==> config.mk <==
export PLATFORM = sky130hd
export DESIGN_NAME = sacl_csr
export DESIGN_NICKNAME = d
export VERILOG_FILES = /design/src/rtl/sacl_pkg.sv /design/src/rtl/sacl_csr.sv
export SDC_FILE = /design/constraint.sdc
export NUM_CORES = 1
export LEC_CHECK = 0
export BUFFER_PORTS_ARGS = -buffer_cell sky130_fd_sc_hd__buf_4
export CAP_MARGIN = 20
export CORE_MARGIN = 2
export CORE_UTILIZATION = 30
export DETAILED_ROUTE_END_ITERATION = 8
export PLACE_DENSITY = 0.73
export SLEW_MARGIN = 15
export SYNTH_ARGS = -nofsm -noshare
export SYNTH_HDL_FRONTEND = slang
export SYNTH_SLANG_ARGS = --single-unit
==> constraint.sdc <==
create_clock -name clock -period 2.7 [get_ports clock]
set_input_delay 0.81 -clock clock [delete_from_list [all_inputs] [get_ports clock]]
set_output_delay 0.81 -clock clock [all_outputs]
set_load 0.005 [all_outputs]
==> src/rtl/sacl_pkg.sv <==
`timescale 1ns / 1ps
`default_nettype none
// ----------------------------------------------------------------------------
// sacl_pkg
// Shared types and constants of the set-associative LRU tag store.
// ----------------------------------------------------------------------------
package sacl_pkg;

   localparam int ADDR_W     = 32;
   localparam int WAY_OUT_W  = 3;
   localparam int COUNT_W    = 32;
   localparam int CSR_ADDR_W = 4;
   localparam int CSR_DATA_W = 32;
   localparam int CSR_IDX_W  = CSR_ADDR_W - 2;

   localparam logic [3:0] OFFSET_BITS_RST = 4'd5;
   localparam logic [3:0] LINES_LOG2_RST  = 4'd5;
   localparam logic [1:0] WAYS_LOG2_RST   = 2'd0;

   typedef enum logic [CSR_IDX_W-1:0] {
      CSR_OFFSET_BITS = 2'd0,
      CSR_LINES_LOG2  = 2'd1,
      CSR_WAYS_LOG2   = 2'd2
   } csr_index_type;

   typedef struct packed {
      logic [3:0] offset_bits;
      logic [3:0] lines_log2;
      logic [1:0] ways_log2;
   } cfg_type;

   typedef struct packed {
      logic clear_restart;
      logic clear_write;
      logic lookup;
      logic commit;
   } ctrl_cmd_type;

   typedef struct packed {
      logic clear_last;
      logic out_free;
   } ctrl_status_type;

endpackage
`default_nettype wire

==> src/rtl/sacl_csr.sv <==
`timescale 1ns / 1ps
`default_nettype none
// ----------------------------------------------------------------------------
// sacl_csr
// APB-style configuration registers; any listed write requests reinit.
// ----------------------------------------------------------------------------
module sacl_csr (
   input  logic                            clock,
   input  logic                            reset,
   input  logic                            csr_psel,
   input  logic                            csr_penable,
   input  logic                            csr_pwrite,
   input  logic [sacl_pkg::CSR_ADDR_W-1:0] csr_paddr,
   input  logic [sacl_pkg::CSR_DATA_W-1:0] csr_pwdata,
   output logic [sacl_pkg::CSR_DATA_W-1:0] csr_prdata,
   output logic                            csr_pready,
   output sacl_pkg::cfg_type               cfg,
   output logic                            cfg_touch
);
   import sacl_pkg::*;

   cfg_type       cfg_ff, cfg_in;
   csr_index_type idx;
   logic          wr;

   assign idx        = csr_index_type'(csr_paddr[CSR_ADDR_W-1:2]);
   assign wr         = csr_psel & csr_penable & csr_pwrite;
   assign csr_pready = 1'b1;

   always_comb begin
      cfg_in    = cfg_ff;
      cfg_touch = 1'b0;
      if (wr) begin
         case (idx)
            CSR_OFFSET_BITS: begin
               cfg_in.offset_bits = csr_pwdata[3:0];
               cfg_touch          = 1'b1;
            end
            CSR_LINES_LOG2: begin
               cfg_in.lines_log2 = csr_pwdata[3:0];
               cfg_touch         = 1'b1;
            end
            CSR_WAYS_LOG2: begin
               cfg_in.ways_log2 = csr_pwdata[1:0];
               cfg_touch        = 1'b1;
            end
            default: begin
               cfg_in = cfg_ff;
            end
         endcase
      end
   end

   always_comb begin
      case (idx)
         CSR_OFFSET_BITS: csr_prdata = CSR_DATA_W'(cfg_ff.offset_bits);
         CSR_LINES_LOG2:  csr_prdata = CSR_DATA_W'(cfg_ff.lines_log2);
         CSR_WAYS_LOG2:   csr_prdata = CSR_DATA_W'(cfg_ff.ways_log2);
         default:         csr_prdata = '0;
      endcase
   end

   always_ff @(posedge clock) begin
      if (reset) begin
         cfg_ff.offset_bits <= OFFSET_BITS_RST;
         cfg_ff.lines_log2  <= LINES_LOG2_RST;
         cfg_ff.ways_log2   <= WAYS_LOG2_RST;
      end else begin
         cfg_ff <= cfg_in;
      end
   end

   assign cfg = cfg_ff;

endmodule
`default_nettype wire

== Yosys cells after proc, flatten, opt, wreduce, memory -nomap -nowiden ==
Index checks and enable logic that the tools add are counted.

* Bits in registers: 10
* Output and inout bits: 44
* Word-level logic and storage cells: 15

* Equality and inequality tests: 2
* Muxes and demuxes: 3
* Bitwise logic cells: 2
* Reduce and logical (&&, ||, !) cells: 5

{| class="wikitable"
|+ Operators with widths
! cell !! number
|-
| $pmux W4 S3 || 1
|-
| $reduce_and A2 Y1 || 3
|-
| $reduce_or A3 Y1 || 1
|-
| $and A1 B1 Y1 || 2
|-
| $eq A2 B1 Y1 const B || 1
|-
| $eq A2 B2 Y1 const B || 1
|-
| $logic_not A2 Y1 || 1
|-
| $mux W1 || 2
|}

== Longest topological paths before layout ==
* Depth after elaboration: 4
* Gate-level depth with buffers: 4
* Gate-level depth less buffers: 3

== Worst setup path after synthesis ==
No wires, ideal clock.

* Path kind: input -> output
* Start: in csr_paddr[2] (netlist name)
* End: out csr_prdata[1] (netlist name)
* Arrival time: 1.249 ns
* Path slack: 0.641 ns
* Stages on the path: 3
* Path buffers: 1
* Cells stage by stage: buf_4 mux2i_1 o21ai_0

* Word-level cells in the longest chain between the ends: 2
* Elaborated cells between the ends (all ways): 4
* Those cells by class: 2 x eq/ne; 1 x mux; 1 x reduce/logical

{| class="wikitable"
|+ Ends and longest elaborated chain
! what !! line !! source
|-
| start, declared || sacl_csr.sv:13 || <nowiki>input logic [sacl_pkg::CSR_ADDR_W-1:0] csr_paddr,</nowiki>
|-
| $eq A2 B2 Y1, or another cell as far along || sacl_csr.sv:55 || <nowiki>case (idx)</nowiki>
|-
| $pmux W4 S3 * || sacl_csr.sv:55 ||
|-
| end, declared || sacl_csr.sv:15 || <nowiki>output logic [sacl_pkg::CSR_DATA_W-1:0] csr_prdata,</nowiki>
|}

Every way passes the cells marked *; elsewhere a longest branch is shown, timed or not.

== Final worst setup path ==
Same ends and word-level chain as after synthesis.

==> impl_summary.txt <==
----------------------------------------------------
[Status]
  Outcome ... complete, no violations

[Run]
  Max-cap check violation count ... 0

[Pwr]
  Clock network power share ... 0.401
  Power density over the cells ... between 300 and 400 nW/um^2
  Net switching fraction of the power ... 0.2390
  Worst vdd rail ir drop ... 0.2980 mV
  Total leakage power ... 0.4340 nW
  Share of total power in combinational logic ... 0.147
  Net switching power ... about 0.00008 W
  Part of the total power dissipated in sequential elements ... 0.453
  Internal power summed over all cells ... 0.0002538 W

[Floorplan]
  Total I/O pin count ... 85
  Chip height ... between 50 and 60 um
  Die area ... roughly 2900 sq um
  Starting density of the core ... 0.3252
  Rows ... 17
  Placeable core region ... between 2000 and 2500 sq um
  Horizontal die dimension ... 53.44 um

[STA]
  Final Max Slew Viols ... 0
  Endpoints failing hold ... 0
  Setup violation total in the final timing report ... 0
  Total negative slack for setup checks ... 0 ps
  Minimum period implied by the final worst setup slack ... 2250 ps
  Fin Clk Skew ... 0 ps
  Max Clk Rate ... between 400 and 500 MHz
  Crit share post-route ... 0.8333
  Unrepaired setup endpoints after global routing ... false

[Synth]
  Yosys warns ... 0
  FF+latch count, synth ... 10
  Synth unique cells ... 16
  Netlist area before placement ... 733.2 sq um
  Register area share after synthesis ... 0.2730
  Synthesized netlist cell count ... 85
  Mapped Avg Cell Area ... 8.626 sq um

[Global routing]
  Via count of the first global-routing pass ... 430
  Global routing usage summed across all routing layers ... 0.08963
  Grt total ovfl ... 0
  Number of antenna violations at the first check in global routing ... 0
  Wire length of the first global-routing pass ... 1849 um
  Pin count of the biggest net entering global routing ... 16

[Layout]
  # nets final ... 151
  Largest register FFs ... 10
  Antenna Cells ... 0
  Post-synthesis to final-layout area growth ... 17.24%
  Fill cell instance count of the final layout ... 246
  Most common cell after layout, fill and taps aside ... conb_1
  Fraction of layout instances using a drive strength above 1 ... 0.2844
  Commonest cells after routing, fill and taps aside ... conb_1 (29), buf_4 (25), mux2i_1 (14)
  Final Non-Filler Cells ... around 140

[CTS]
  Clock-pin slew reported for the worst setup and hold paths after clock tree synthesis ... about 70 ps
  Total clock buffers created by CTS ... 3
  Clock Tree Root ... clkbuf_4
  TritonCTS clock tree ... done
  Latest clock arrival within the worst-skew pair ... 260 ps
  # H-tree levels ... 1
  Post-CTS setup-driven buffer insertion count ... 0
  Number of buffers inserted by hold repair at cts ... 0
  Maximum clock path buffer count ... 2
  Clock sink count ... 10
  Number of instances resized during post-cts repair ... 0

[Routing]
  Antenna-violating nets left ... 0
  Drt via density ... 3.883
  DRC ... 0
  Initial DRC count ... 2
  Routed wire length ... around 1200 um
  DR WL/cell ... approximately 9 um
  Total number of vias ... 532
  Initial DRT Pass Iterations ... 4

[Placement]
  Port Buffers ... 25
  Final Wtd Congestion ... approximately 0.7
  Cell Count Post-Placement ... 133
  Half-perimeter wire length after detailed placement ... 1046 um

[Critical path]
  Endpoint kind of the worst setup timing path ... output port
  Crit Path Max Fanout ... 9
  Critical path startpoint category ... primary input
  WP data required ... 1890 ps
  Reg-to-Reg Start ... cfg[5]
  Reg-to-reg setup timing slack ... 2060 ps
  Arrival time of data at the critical path endpoint ... 1440 ps
  CP Class ... in -> out
  Critical register-to-register path endpoint ... cfg[5]
  R2r worst-path depth ... 2

[Worst hold path]
  Number of cells on the worst hold path ... 2
  Hold endpoint ... cfg[1]
  Hold Crit Class ... reg -> reg
  Min-delay src ... cfg[1]

----------------------------------------------------
[how the worst max path moves through the flow]
stage | from | endpoint | slack (ps)
after global placement | csr_paddr[2] | csr_prdata[1] | 440
after CTS | csr_paddr[2] | csr_prdata[1] | 440
final | csr_paddr[2] | csr_prdata[1] | 450
after global routing | csr_paddr[3] | csr_prdata[1] | 390
after detailed placement | csr_paddr[2] | csr_prdata[1] | 440
after floorplan | csr_paddr[2] | csr_prdata[1] | 640
[power groups by stage]
stage | Combinational, W | Clock, W | Sequential [W]
floorplan | 0.0000569 | 0 | 0.000154
global placement | 0.0000478 | 0 | 0.000154
detailed placement | 0.0000483 | 0 | 0.000154
CTS | 0.0000485 | 0.000136 | 0.000151
global route | 0.0000568 | 0.000142 | 0.000151
finish | 0.0000490 | 0.000134 | 0.000151
[per-stage QoR]
step	instance area [sq um]	total power, W	setup slack [ps]	hold slack [ps]	util
floorplan	834.6	0.0002112	641.2	477.5	-
global placement	823.3	0.0002020	437.3	474.6	0.3652
detailed placement	823.3	0.0002026	438.1	488.8	0.3652
CTS	859.6	0.0003350	436.3	498.2	0.3812
global route	859.6	0.0003503	390.2	521.8	0.3812
finish	859.6	0.0003334	450.0	494.6	0.3812
[logic make-up after synthesis]
family	count (synthesis)	synth area share
other cells	2	0.01024
buf+inv	32	0.3191
mux	14	0.1911
compound gates	3	0.02047
simple gates	24	0.1860
flops	10	0.2730
[layer usage]
layer  global-route usage  vias to the layer above  part of all wire
li1                     -                      263                 -
met1              0.09645                      230              0.39
met4              0.03846                        0            0.0048
met5                    0                        -                 0
met3              0.01977                        2             0.091
met2               0.1646                       37              0.51
[cell type report]
cell class,count,area (sq um),area share
Tap cell,28,35.03,0.04076
Timing Repair Buffer,25,187.7,0.2183
Multi-Input combinational cell,70,400.4,0.4658
Clock buffer,4,36.28,0.04221
Sequential cell,10,200.2,0.2329
[cell usage after synthesis]
library cell | number | area [sq um]
buf_2 | 1 | 5.000
a21oi_1 | 1 | 5.000
buf_4 | 30 | 225.2
conb_1 | 2 | 7.510
nor2_1 | 8 | 30.03
dfxtp_1 | 10 | 200.2
o21ai_0 | 2 | 10.01
nand2_1 | 2 | 7.510
nor3b_1 | 1 | 7.510
or3b_1 | 1 | 8.760
nand2b_1 | 9 | 56.30
nor2b_1 | 1 | 6.260
clkbuf_1 | 1 | 3.750
nand3_2 | 1 | 10.01
mux2i_1 | 14 | 140.1
nor3_2 | 1 | 10.01
[worst max-delay path, stage by stage]
cell     delay [ps]
buf_4           160
nor2b_1         170
nand2_1          70
o21ai_0          90
buf_4           150
No activity file was read; power rests on OpenSTA's default activity.
