===== src/rtl/sacl_pkg.sv =====
`timescale 1ns / 1ps
`default_nettype none
// ----------------------------------------------------------------------------
// sacl_pkg
// Shared types and constants of the set-associative LRU tag store.
// ----------------------------------------------------------------------------
package sacl_pkg;

   localparam int ADDR_W     = 32;
   localparam int WAY_OUT_W  = 3;
   localparam int COUNT_W    = 32;
   localparam int CSR_ADDR_W = 4;
   localparam int CSR_DATA_W = 32;
   localparam int CSR_IDX_W  = CSR_ADDR_W - 2;

   localparam logic [3:0] OFFSET_BITS_RST = 4'd5;
   localparam logic [3:0] LINES_LOG2_RST  = 4'd5;
   localparam logic [1:0] WAYS_LOG2_RST   = 2'd0;

   typedef enum logic [CSR_IDX_W-1:0] {
      CSR_OFFSET_BITS = 2'd0,
      CSR_LINES_LOG2  = 2'd1,
      CSR_WAYS_LOG2   = 2'd2
   } csr_index_type;

   typedef struct packed {
      logic [3:0] offset_bits;
      logic [3:0] lines_log2;
      logic [1:0] ways_log2;
   } cfg_type;

   typedef struct packed {
      logic clear_restart;
      logic clear_write;
      logic lookup;
      logic commit;
   } ctrl_cmd_type;

   typedef struct packed {
      logic clear_last;
      logic out_free;
   } ctrl_status_type;

endpackage
`default_nettype wire


===== src/rtl/sacl_ctrl.sv =====
`timescale 1ns / 1ps
`default_nettype none
// ----------------------------------------------------------------------------
// sacl_ctrl
// Sequencer: clearing pass, set read, compare and write-back.
// ----------------------------------------------------------------------------
module sacl_ctrl (
   input  logic                      clock,
   input  logic                      reset,
   input  logic                      cfg_touch,
   input  logic                      req_valid,
   output logic                      req_ready,
   input  sacl_pkg::ctrl_status_type status,
   output sacl_pkg::ctrl_cmd_type    cmd
);
   import sacl_pkg::*;

   typedef enum logic [2:0] {
      ST_CLEAR = 3'b001,
      ST_IDLE  = 3'b010,
      ST_CMP   = 3'b100
   } state_type;

   state_type state_ff, state_in;

   always_comb begin
      state_in  = state_ff;
      cmd       = '0;
      req_ready = 1'b0;
      case (state_ff)
         ST_CLEAR: begin
            cmd.clear_write = 1'b1;
            if (status.clear_last) begin
               state_in = ST_IDLE;
            end
         end
         ST_IDLE: begin
            req_ready = 1'b1;
            if (req_valid) begin
               cmd.lookup = 1'b1;
               state_in   = ST_CMP;
            end
         end
         ST_CMP: begin
            if (status.out_free) begin
               cmd.commit = 1'b1;
               state_in   = ST_IDLE;
            end
         end
         default: begin
            state_in = ST_CLEAR;
         end
      endcase
      if (cfg_touch) begin
         cmd               = '0;
         cmd.clear_restart = 1'b1;
         req_ready         = 1'b0;
         state_in          = ST_CLEAR;
      end
   end

   always_ff @(posedge clock) begin
      if (reset) begin
         state_ff <= ST_CLEAR;
      end else begin
         state_ff <= state_in;
      end
   end

endmodule
`default_nettype wire


===== config.mk =====
export PLATFORM = sky130hd
export DESIGN_NAME = sacl_ctrl
export DESIGN_NICKNAME = d
export VERILOG_FILES = /design/src/rtl/sacl_pkg.sv /design/src/rtl/sacl_ctrl.sv
export SDC_FILE = /design/constraint.sdc
export NUM_CORES = 1
export LEC_CHECK = 0
export BUFFER_PORTS_ARGS = -buffer_cell sky130_fd_sc_hd__buf_2
export CORE_AREA = 2 2 39 41
export DETAILED_ROUTE_END_ITERATION = 12
export DIE_AREA = 0 0 41 43
export HOLD_SLACK_MARGIN = 0.05
export PLACE_DENSITY = 0.4
export SLEW_MARGIN = 10
export SYNTH_ARGS = -nofsm -noshare
export SYNTH_HDL_FRONTEND = slang
export SYNTH_SLANG_ARGS = --single-unit
export TNS_END_PERCENT = 30

===== constraint.sdc =====
create_clock -name clock -period 1.1 [get_ports clock]
set_input_delay 0.11 -clock clock [delete_from_list [all_inputs] [get_ports clock]]
set_output_delay 0.11 -clock clock [all_outputs]
set_load 0.01 [all_outputs]

* After elaboration in Yosys (flattened, before gate mapping)
Index checks and enable logic that the tools add are counted.
** Storage, ports and cells
- Flip-flop bits (word level) :: 3
- Input port bits :: 6
- Output and inout bits :: 5
- Word-level logic and storage cells :: 21
** Operators by class
- Equality and inequality tests :: 6
- Multiplexer cells :: 12
- Reduce and logical (&&, ||, !) cells :: 2
** Operators with widths (count)
- 3-bit two-way mux :: 3
- 3-bit case mux with 3 select lines :: 1
- 1-bit two-way mux :: 7
- 2-bit inequality test (second input constant) :: 3
- 4-bit two-way mux :: 1
- 3-bit by 1-bit equality test with 1-bit output (second input constant) :: 1
- 3-bit by 2-bit equality test with 1-bit output (second input constant) :: 1
- 3-bit equality test (second input constant) :: 1
- 3-bit AND reduction :: 1
- 2-bit OR reduction :: 1

* Longest topological paths before layout
Gate-level depths: netlist of run 1.
- Word-level depth :: 3
- Gate-level depth with buffers :: 4
- Gate-level depth less buffers :: 3

* Worst setup path before layout of run 1
OpenSTA, ideal clock, no wires.
- Kind :: flip-flop to flip-flop
- Start :: reg state_ff[0]
- End :: reg state_ff[0]
- Setup time :: 127 ps
- Arrival time :: 996 ps
- Required time :: 973 ps
- Slack :: -24 ps
- Stages on the path, launching flop included :: 5
- Clock period less this slack :: 1124 ps
- Cell sequence :: dfxtp_1 > buf_4 > or3b_1 > o21ai_2 > or3b_1
** Between the ends
- Word-level cells in the longest chain between the ends :: 3
** Ends and longest elaborated chain
- from (decl) :: RTL line sacl_ctrl.sv:24 : state_type state_ff, state_in;
- from (signal assigned) :: RTL line sacl_ctrl.sv:66 : state_ff <= state_in;
- 3-bit by 1-bit equality test with 1-bit output (tied with other cells) :: RTL line sacl_ctrl.sv:30 : case (state_ff)
- 2-bit inequality test (no source line)
- 3-bit AND reduction (no source line)
Several ways; a longest one is shown, not always the timed one.
A chain may end at the register's enable or synchronous reset.

==> results.sh, run 1 <==
export IMPL_outcome="complete, but fails checks"
export IMPL_violations="negative setup slack"
export IMPL_regMostFlops="state_ff"
export IMPL_vias=248
export IMPL_cp_end_kind="output port"
export IMPL_cts_inserted_buffers=3
export IMPL_dr_pass1_iters=2
export IMPL_hp_class="in2reg"
export IMPL_crit_family="simple AND/OR/NAND/NOR gates"
export IMPL_grt_usage_pct=9.02
export IMPL_hold_viol_final=0
export IMPL_max_cap_violations=0
export IMPL_final_area_um2=363
export IMPL_antenna_found_initial=0
export IMPL_path_max_fanout=4
export IMPL_hold_path_depth=4
export IMPL_worst_pin_slew_ns=0.240
export IMPL_cellPowerDensity_mw_per_mm2=1090
export IMPL_finalPower_uw=397
export IMPL_slew_violations=0
export IMPL_io_buffers=10
export IMPL_synth_seq_cells=3
export IMPL_worstSetupPathType="reg2out"
export IMPL_ff2ff_setup_slack_ns=-0.08
export IMPL_synth_cells=25
export IMPL_synthToLayoutAreaGrowth_pct=84.7
export IMPL_syn_nets=31
export IMPL_p_comb_share_pct=19.0
export IMPL_cts_tree="built"
export IMPL_cts_buffer_depth=2
export IMPL_reg2reg_depth=4
export IMPL_clkPwrFrac_pct=51.5
export IMPL_synth_warnings=0
export IMPL_grt_pass1_wl_um=993
export IMPL_cts_root_buf="clkbuf_4"
export IMPL_worstReg2RegEnd="state_ff[0]$_SDFFE_PP1P_"
export IMPL_netlist_area_um2=196
export IMPL_final_util_pct=26.2
export IMPL_vias_per_cell=4.13
export IMPL_stdcell_count=60
export IMPL_fin_nets=51
export IMPL_layout_setup_ws_ns=-0.190
export IMPL_max_slew_margin_rel_pct=83.8
export IMPL_fmax_mhz=775
export IMPL_layout_drive_gt1_share_pct=59.1
export IMPL_p_int_uw=289
export IMPL_io_pin_count=11
export IMPL_synth_area_per_cell_um2=7.86
export IMPL_period_needed_ns=1.29
export IMPL_core_mm2=0.00138
export IMPL_hold_end="state_ff[1]$_SDFFE_PP0P_"
export IMPL_die_height_um=43
export IMPL_clk_latency_ns=0.24
export IMPL_placedCellCount=52
export IMPL_clk_pin_slew_ns=0.04
export IMPL_r2r_start="state_ff[0]$_SDFFE_PP1P_"
export IMPL_peakVddDrop_v=0.000756
export IMPL_power_frac_seq_pct=29.4
export IMPL_start_kind="flip-flop"
export IMPL_synth_top_area_share_pct=30.6
export IMPL_final_cell_mix="10 x buf_2, 6 x buf_4, 3 x clkbuf_4"
export IMPL_detail_route_antenna_nets=0
export IMPL_rsz0062_at_grt="true"
export IMPL_fin_crit_sh_pct=117
export IMPL_drt_wirelength_per_cell_um=9.43
export IMPL_overflow=0
export IMPL_num_antenna_cells=0
export IMPL_dieWidth_um=41
export IMPL_layout_commonest_cell="buf_2"
export IMPL_h_tree_depth=1
export IMPL_cts_sinks=3
export IMPL_n_fill_cell=155
export IMPL_wirelength_um=566
export IMPL_remaining_drc_errors=0
export IMPL_grt_pass1_vias=253
export IMPL_die_area_mm2=0.00176
export IMPL_swShare_pct=27.2
export IMPL_arrival_ns=1.18
export IMPL_crit_required_ns=0.99
export IMPL_p_switching_uw=108
export IMPL_drt_first_iter_violations=1
export IMPL_grt_max_degree=7
export IMPL_crit_path_top_delay_cell="or3b_4"
export IMPL_synthTopCellsByArea="dfxtp_1 31%, or3b_1 8.9%, buf_4 7.6%, a31oi_1 6.4%, nor4_1 6.4%"
export IMPL_initial_utilization_pct=14.2
export IMPL_synth_area_leader_cell="dfxtp_1"
export IMPL_hp_start="reset"
export IMPL_largest_reg_flops=3
export IMPL_rows=14
export IMPL_reg_top3="state_ff (3)"
export IMPL_slowest_delay_ns=0.40
export IMPL_clock_skew_ns=0.00292
export IMPL_crit_buf_inv=1
export IMPL_seq_area_frac_synth_pct=30.6
export IMPL_finalSetupViolations=6
export IMPL_placed_cell_area_um2=274
export IMPL_gp_congestion=0.646
export IMPL_p_leak_nw=0.158
export IMPL_synth_cell_types=16
export IMPL_path_cells="or3b_4, nor2_2, buf_2"
==> worst reg2reg max path, cell delays in order (launching register included) <==
cell and delay (ns):
dfxtp_2 0.32, or3b_4 0.24, buf_4 0.12, o21ai_4 0.05
or3b_1 0.34
==> how the worst max path moves through the flow <==
stage | from | end | cells past startpoint
after floorplan | state_ff[0]$_SDFFE_PP1P_ | state_ff[0]$_SDFFE_PP1P_ | 4
after global placement | state_ff[0]$_SDFFE_PP1P_ | cmd[2] | 3
after detailed placement | state_ff[2]$_SDFFE_PP0P_ | state_ff[0]$_SDFFE_PP1P_ | 3
after CTS | state_ff[2]$_SDFFE_PP0P_ | cmd[2] | 3
after global routing | state_ff[2]$_SDFFE_PP0P_ | cmd[1] | 4
final | state_ff[1]$_SDFFE_PP0P_ | cmd[2] | 3
==> through the flow <==
step | setup slack, ns | hold WS (ns) | setup TNS (ns)
2_1_floorplan | -0.0236 | 0.187 | -0.0453
4_1_cts | -0.230 | 0.114 | -0.768
6_report | -0.190 | 0.146 | -0.673
3_5_place_dp | -0.0507 | 0.296 | -0.0751
5_1_grt | -0.242 | 0.154 | -1.01
3_3_place_gp | -0.0442 | 0.297 | -0.0655
==> logic make-up after synthesis <==
family                 synth area share [%]
AO/OA/AOI/OAI                          13.4
XOR/XNOR                               4.46
buffers and inverters                  9.55
flip-flops                             30.6
AND/OR/NAND/NOR                        42.0
==> synth_stat cells <==
master    number
or3b_1         2
and2_1         1
xor2_1         1
nand2b_1       1
o21ai_0        1
nor4_1         2
o21ai_2        1
nor2_1         3
inv_1          1
nand2_1        1
nor3b_1        1
a31oi_1        2
buf_4          2
nor3_1         1
dfxtp_1        3
or3_1          2
==> layer usage <==
metal | up-vias | track usage [%] | share of wire, %
li1 | 127 | - | -
met1 | 107 | 8.95 | 40
met2 | 12 | 12.8 | 46
met3 | 2 | 9.42 | 12
met4 | 0 | 2.00 | 1.6
met5 | - | 0 | 0
==> power by group through the flow <==
stage / clock network [mW] / registers (mW) / logic (mW)
2_1_floorplan: 0 / 0.119 / 0.0294
5_1_grt: 0.222 / 0.118 / 0.0834
6_report: 0.205 / 0.117 / 0.0756
3_3_place_gp: 0 / 0.120 / 0.0571
3_5_place_dp: 0 / 0.120 / 0.0556
4_1_cts: 0.205 / 0.117 / 0.0683
==> repair_timing <==
item                                   4_1_cts  5_1_grt
hold buffers                                 1        0
pin swaps                                    2        2
buffers inserted                             3        0
endpoints found under the hold margin        1        0
setup endpoints to repair                    6        7
gates resized for setup                      5        4
==> cell type report <==
| type | instances | area (µm²) | share of cell area, % |
|---|---|---|---|
| clock buffers | 4 | 26.3 | 7.24 |
| well taps | 16 | 20.0 | 5.52 |
| inverters | 1 | 3.75 | 1.03 |
| flip-flops and latches | 3 | 66.3 | 18.3 |
| repair buffers | 17 | 105 | 29.0 |
| multi-input cells | 19 | 141 | 39.0 |
(Power assumes the default switching activity.)
==> run 2: changes to the inputs <==
Settings changed: CTS_BUF_LIST set to sky130_fd_sc_hd__clkbuf_8.
==> run 2 against run 1 <==
  * The run still ends with negative setup slack left
  * Highest routed layer is now met3
  * Largest power group unchanged
  * Via count shrank 2.0%
  * Global-route usage shrank 0.29 points
  * Power grew 26%
  * Combinational power grew 3%
  * Critical path depth is the same
  * Design area grew 4.5%
  * Utilization grew 1.2 points
==> results.sh, run 2 (synthesized netlist as in run 1, its figures left out) <==
export IMPL_cts_sinks=3
export IMPL_multiInputGateArea_um2=141
export IMPL_cellPowerDensity_mw_per_mm2=1320
export IMPL_hold_viol_final=0
export IMPL_antenna_found_initial=0
export IMPL_p_int_uw=390
export IMPL_cp_end_kind="output port"
export IMPL_fmax_mhz=794
export IMPL_path_max_fanout=4
export IMPL_outcome="complete, but fails checks"
export IMPL_crit_required_ns=0.99
export IMPL_grt_pass1_vias=248
export IMPL_post_place_ws_ns=-0.0507
export IMPL_die_area_mm2=0.00176
export IMPL_rows=14
export IMPL_arrival_ns=1.15
export IMPL_start_kind="flip-flop"
export IMPL_n_fill_cell=152
export IMPL_vias_per_cell=4.05
export IMPL_final_cell_mix="10 x buf_2, 7 x buf_4, 3 x clkbuf_8"
export IMPL_power_frac_seq_pct=23.3
export IMPL_h_tree_depth=1
export IMPL_detail_route_antenna_nets=0
export IMPL_wirelength_um=588
export IMPL_worst_pin_slew_ns=0.218
export IMPL_dieWidth_um=41
export IMPL_clk_pin_slew_ns=0.03
export IMPL_clk_latency_ns=0.22
export IMPL_swShare_pct=22.2
export IMPL_io_pin_count=11
export IMPL_p_switching_uw=111
export IMPL_seq_area_um2=66.3
export IMPL_p_leak_nw=0.170
export IMPL_regMostFlops="state_ff"
export IMPL_die_height_um=43
export IMPL_cts_inserted_buffers=3
export IMPL_finalSetupViolations=6
export IMPL_dr_pass1_iters=2
export IMPL_layout_drive_gt1_share_pct=61.4
export IMPL_num_antenna_cells=0
export IMPL_drt_wirelength_per_cell_um=9.80
export IMPL_vias=243
export IMPL_cts_buffer_depth=2
export IMPL_grt_max_degree=7
export IMPL_io_buffers=10
export IMPL_finalPower_uw=501
export IMPL_drt_first_iter_violations=4
export IMPL_p_comb_share_pct=15.5
export IMPL_gp_congestion=0.646
export IMPL_layout_commonest_cell="buf_2"
export IMPL_cts_tree="built"
export IMPL_remaining_drc_errors=0
export IMPL_grt_pass1_wl_um=966
export IMPL_largest_reg_flops=3
export IMPL_fin_nets=51
export IMPL_slew_violations=0
export IMPL_reg_top3="state_ff (3)"
export IMPL_initial_utilization_pct=14.2
export IMPL_worstSetupPathType="reg2out"
export IMPL_overflow=0
export IMPL_grt_usage_pct=8.73
export IMPL_clkPwrFrac_pct=61.2
export IMPL_holdBufCountCts=0
export IMPL_rsz0062_at_grt="true"
export IMPL_clock_skew_ns=0.00324
export IMPL_violations="negative setup slack"
export IMPL_cts_root_buf="clkbuf_8"
export IMPL_max_cap_violations=0
export IMPL_hp_class="in2reg"
export IMPL_layout_setup_ws_ns=-0.159
export IMPL_period_needed_ns=1.26
export IMPL_max_slew_margin_rel_pct=85.4
export IMPL_peakVddDrop_v=0.00100
export IMPL_core_mm2=0.00138
export IMPL_fin_crit_sh_pct=114
export IMPL_synthToLayoutAreaGrowth_pct=93.0
==> run 2: final timing paths <==
path | start | end | slack (ns) | depth (start not counted)
max | state_ff[1]$_SDFFE_PP0P_ | cmd[2] | -0.16 | 3
min | reset | state_ff[2]$_SDFFE_PP0P_ | 0.07 | 2
max reg2reg | state_ff[0]$_SDFFE_PP1P_ | state_ff[0]$_SDFFE_PP1P_ | -0.07 | 4
min reg2reg | state_ff[0]$_SDFFE_PP1P_ | state_ff[2]$_SDFFE_PP0P_ | 0.57 | 2
==> run 2: per-layer routing <==
layer  up-vias  GRT usage [%]  share of wire, %
met1       104           8.65                41
met2        12           12.2                47
li1        127              -                 -
met4         0           2.00                 0
met5         -              0                 0
met3         0           9.42                12
==> run 2: through the flow <==
stage / hold slack, ns / instances / util (%) / TNS [ns] / instance area (µm²)
6_report: 0.0681 / 60 / 27.4 / -0.537 / 379
5_1_grt: 0.0719 / 60 / 27.4 / -0.841 / 379
4_1_cts: 0.0621 / 59 / 25.6 / -0.665 / 354
3_5_place_dp: 0.296 / 52 / 19.8 / -0.0751 / 274
3_3_place_gp: 0.297 / 52 / 19.8 / -0.0655 / 274
2_1_floorplan: 0.187 / 25 / - / -0.0453 / 196
==> run 2: cell type report <==
cell class	instances	area share, %
clock buffer	3	10.9
inverter	1	0.990
timing repair buffer	17	27.1
tap	16	5.28
sequential	3	17.5
multi-input combinational	19	37.3
clock inverter	1	0.990
==> run 2: power by group through the flow <==
stage                     Sequential, mW  Combinational (mW)  Clock [mW]
after floorplan                    0.119              0.0294           0
after global placement             0.120              0.0571           0
after detailed placement           0.120              0.0556           0
after CTS                          0.117              0.0657       0.318
after global routing               0.118              0.0843       0.325
final                              0.117              0.0775       0.307
==> run 2: worst max-delay path: stages, from the launching register on <==
cell,delay (ns)
dfxtp_2,0.32
or3b_4,0.40
nor2_2,0.08
buf_2,0.13
==> run 2: repair_timing <==
action / in CTS / in global routing
endpoints found under the setup margin: 6 / 6
pin swaps: 2 / 2
gates resized for setup: 5 / 4
buffers inserted: 3 / 1
==> run 3: changes to the inputs <==
==> constraint.sdc (replaced) <==
create_clock -name clock -period 1.1 [get_ports clock]
set_input_delay 0.11 -clock clock [delete_from_list [all_inputs] [get_ports clock]]
set_output_delay 0.11 -clock clock [all_outputs]
set_load 0.005 [all_outputs]
==> run 3 against run 2 <==
  * The flow still finishes with violations (negative setup slack)
  * Design area decreased by 6.3%
  * Sequential share of layout area increased by 1.2 points
  * First-iteration DRC count decreased by 50%
  * Global-route usage decreased by 1.3 points
  * Sequential cell count unchanged
  * Clock skew decreased by 0.0032 ns
  * Sequential power about the same
  * Combinational power decreased by 12%
  * Register-to-register slack about the same
  * Critical path type unchanged
  * Critical endpoint unchanged
==> results.sh, run 3 (synthesized netlist as in run 1, its figures left out) <==
export IMPL_core_mm2=0.00138
export IMPL_cts_root_buf="clkbuf_8"
export IMPL_final_area_um2=355
export IMPL_detail_route_antenna_nets=0
export IMPL_cts_buffer_depth=2
export IMPL_regMostFlops="state_ff"
export IMPL_placedCellCount=51
export IMPL_holdWs_ns=0.0729
export IMPL_io_buffers=10
export IMPL_finalSetupViolations=6
export IMPL_final_util_pct=25.7
export IMPL_layout_setup_ws_ns=-0.148
export IMPL_gp_congestion=0.669
export IMPL_holdBufCountCts=0
export IMPL_p_leak_nw=0.153
export IMPL_layout_drive_gt1_share_pct=61.0
export IMPL_finalPower_uw=495
export IMPL_overflow=0
export IMPL_clkPwrFrac_pct=62.6
export IMPL_worstSetupPathType="reg2out"
export IMPL_layout_commonest_cell="buf_2"
export IMPL_fmax_mhz=802
export IMPL_h_tree_depth=1
export IMPL_fin_nets=48
export IMPL_arrival_ns=1.14
export IMPL_clk_pin_slew_ns=0.03
export IMPL_p_int_uw=387
export IMPL_crit_required_ns=0.99
export IMPL_period_needed_ns=1.25
export IMPL_rsz0062_at_grt="true"
export IMPL_start_kind="flip-flop"
export IMPL_fin_tns_setup_ns=-0.496
export IMPL_io_pin_count=11
export IMPL_reg_top3="state_ff (3)"
export IMPL_synthToLayoutAreaGrowth_pct=80.9
export IMPL_hp_class="in2reg"
export IMPL_clock_skew_ns=0.0000466
export IMPL_hpwlAfterDp_um=387
export IMPL_slew_violations=0
export IMPL_hold_viol_final=0
export IMPL_swShare_pct=21.8
export IMPL_placed_cell_area_um2=267
export IMPL_grt_pass1_wl_um=855
export IMPL_cts_tree="built"
export IMPL_drt_wirelength_per_cell_um=9.58
export IMPL_drt_first_iter_violations=2
export IMPL_cp_end_kind="output port"
export IMPL_rows=14
export IMPL_clk_latency_ns=0.21
export IMPL_vias=231
export IMPL_dieWidth_um=41
export IMPL_grt_usage_pct=7.42
export IMPL_vias_per_cell=4.05
export IMPL_final_cell_mix="10 x buf_2, 4 x buf_4, 3 x clkbuf_8"
export IMPL_cellPowerDensity_mw_per_mm2=1390
export IMPL_initial_utilization_pct=14.2
export IMPL_outcome="complete, but fails checks"
export IMPL_num_antenna_cells=0
export IMPL_die_height_um=43
export IMPL_fin_crit_sh_pct=113
export IMPL_grt_pass1_vias=219
export IMPL_remaining_drc_errors=0
export IMPL_path_max_fanout=7
export IMPL_cts_inserted_buffers=3
export IMPL_power_frac_seq_pct=23.7
export IMPL_antenna_found_initial=0
export IMPL_dr_pass1_iters=5
export IMPL_wirelength_um=546
export IMPL_p_comb_share_pct=13.7
export IMPL_worst_pin_slew_ns=0.228
export IMPL_stdcell_count=57
export IMPL_die_area_mm2=0.00176
export IMPL_peakVddDrop_v=0.000425
export IMPL_max_cap_violations=0
export IMPL_cts_sinks=3
export IMPL_grt_max_degree=8
export IMPL_p_switching_uw=108
export IMPL_violations="negative setup slack"
export IMPL_max_slew_margin_rel_pct=84.7
export IMPL_post_place_ws_ns=-0.0338
export IMPL_largest_reg_flops=3
run 3: changes by cell type in the layout (fill, tap and decap cells not counted):
cell / before / now
buf_4: 7 / 4
nor4_1: 2 / 1
nor4_2: 0 / 1
o21ai_2: 0 / 1
o21ai_4: 1 / 0
run 3: worst max-delay path: stages (launching register included):
cell     delay [ns]
dfxtp_4        0.35
or3b_4         0.38
nor2_2         0.08
buf_2          0.11
run 3: power by group through the flow:
stage	Clock, mW	Sequential, mW	Combinational, mW
2_1_floorplan	0	0.119	0.0271
3_3_place_gp	0	0.121	0.0498
3_5_place_dp	0	0.120	0.0495
4_1_cts	0.324	0.120	0.0662
5_1_grt	0.331	0.118	0.0741
6_report	0.309	0.117	0.0679
run 3: area by class of cell:
class / instances / area (µm²)
flip-flops and latches: 3 / 66.3
inverters: 1 / 3.75
multi-input cells: 19 / 140
well taps: 16 / 20.0
clock inverters: 1 / 3.75
fillers: 149 / 1030
clock buffers: 3 / 41.3
repair buffers: 14 / 80.1
run 3: path summary, 6_finish.rpt:
path | from | end | slack [ns] | depth (start not counted)
hold reg to reg | state_ff[1]$_SDFFE_PP0P_ | state_ff[0]$_SDFFE_PP1P_ | 0.54 | 2
setup / recovery | state_ff[2]$_SDFFE_PP0P_ | cmd[2] | -0.15 | 3
setup reg to reg | state_ff[2]$_SDFFE_PP0P_ | state_ff[0]$_SDFFE_PP1P_ | -0.07 | 4
hold / removal | reset | state_ff[2]$_SDFFE_PP0P_ | 0.07 | 2
run 3: layer usage:
layer | vias to the layer above | wire, µm | track usage, %
met5 | - | 0 | 0
met4 | 0 | 0 | 6.00
met3 | 0 | 49 | 3.14
met2 | 10 | 248 | 10.3
met1 | 100 | 248 | 8.33
li1 | 121 | - | -
run 3: repair_timing:
item	CTS	global route
gates resized for setup	7	2
endpoints found under the setup margin	5	6
buffers inserted	2	0
pin swaps	1	0
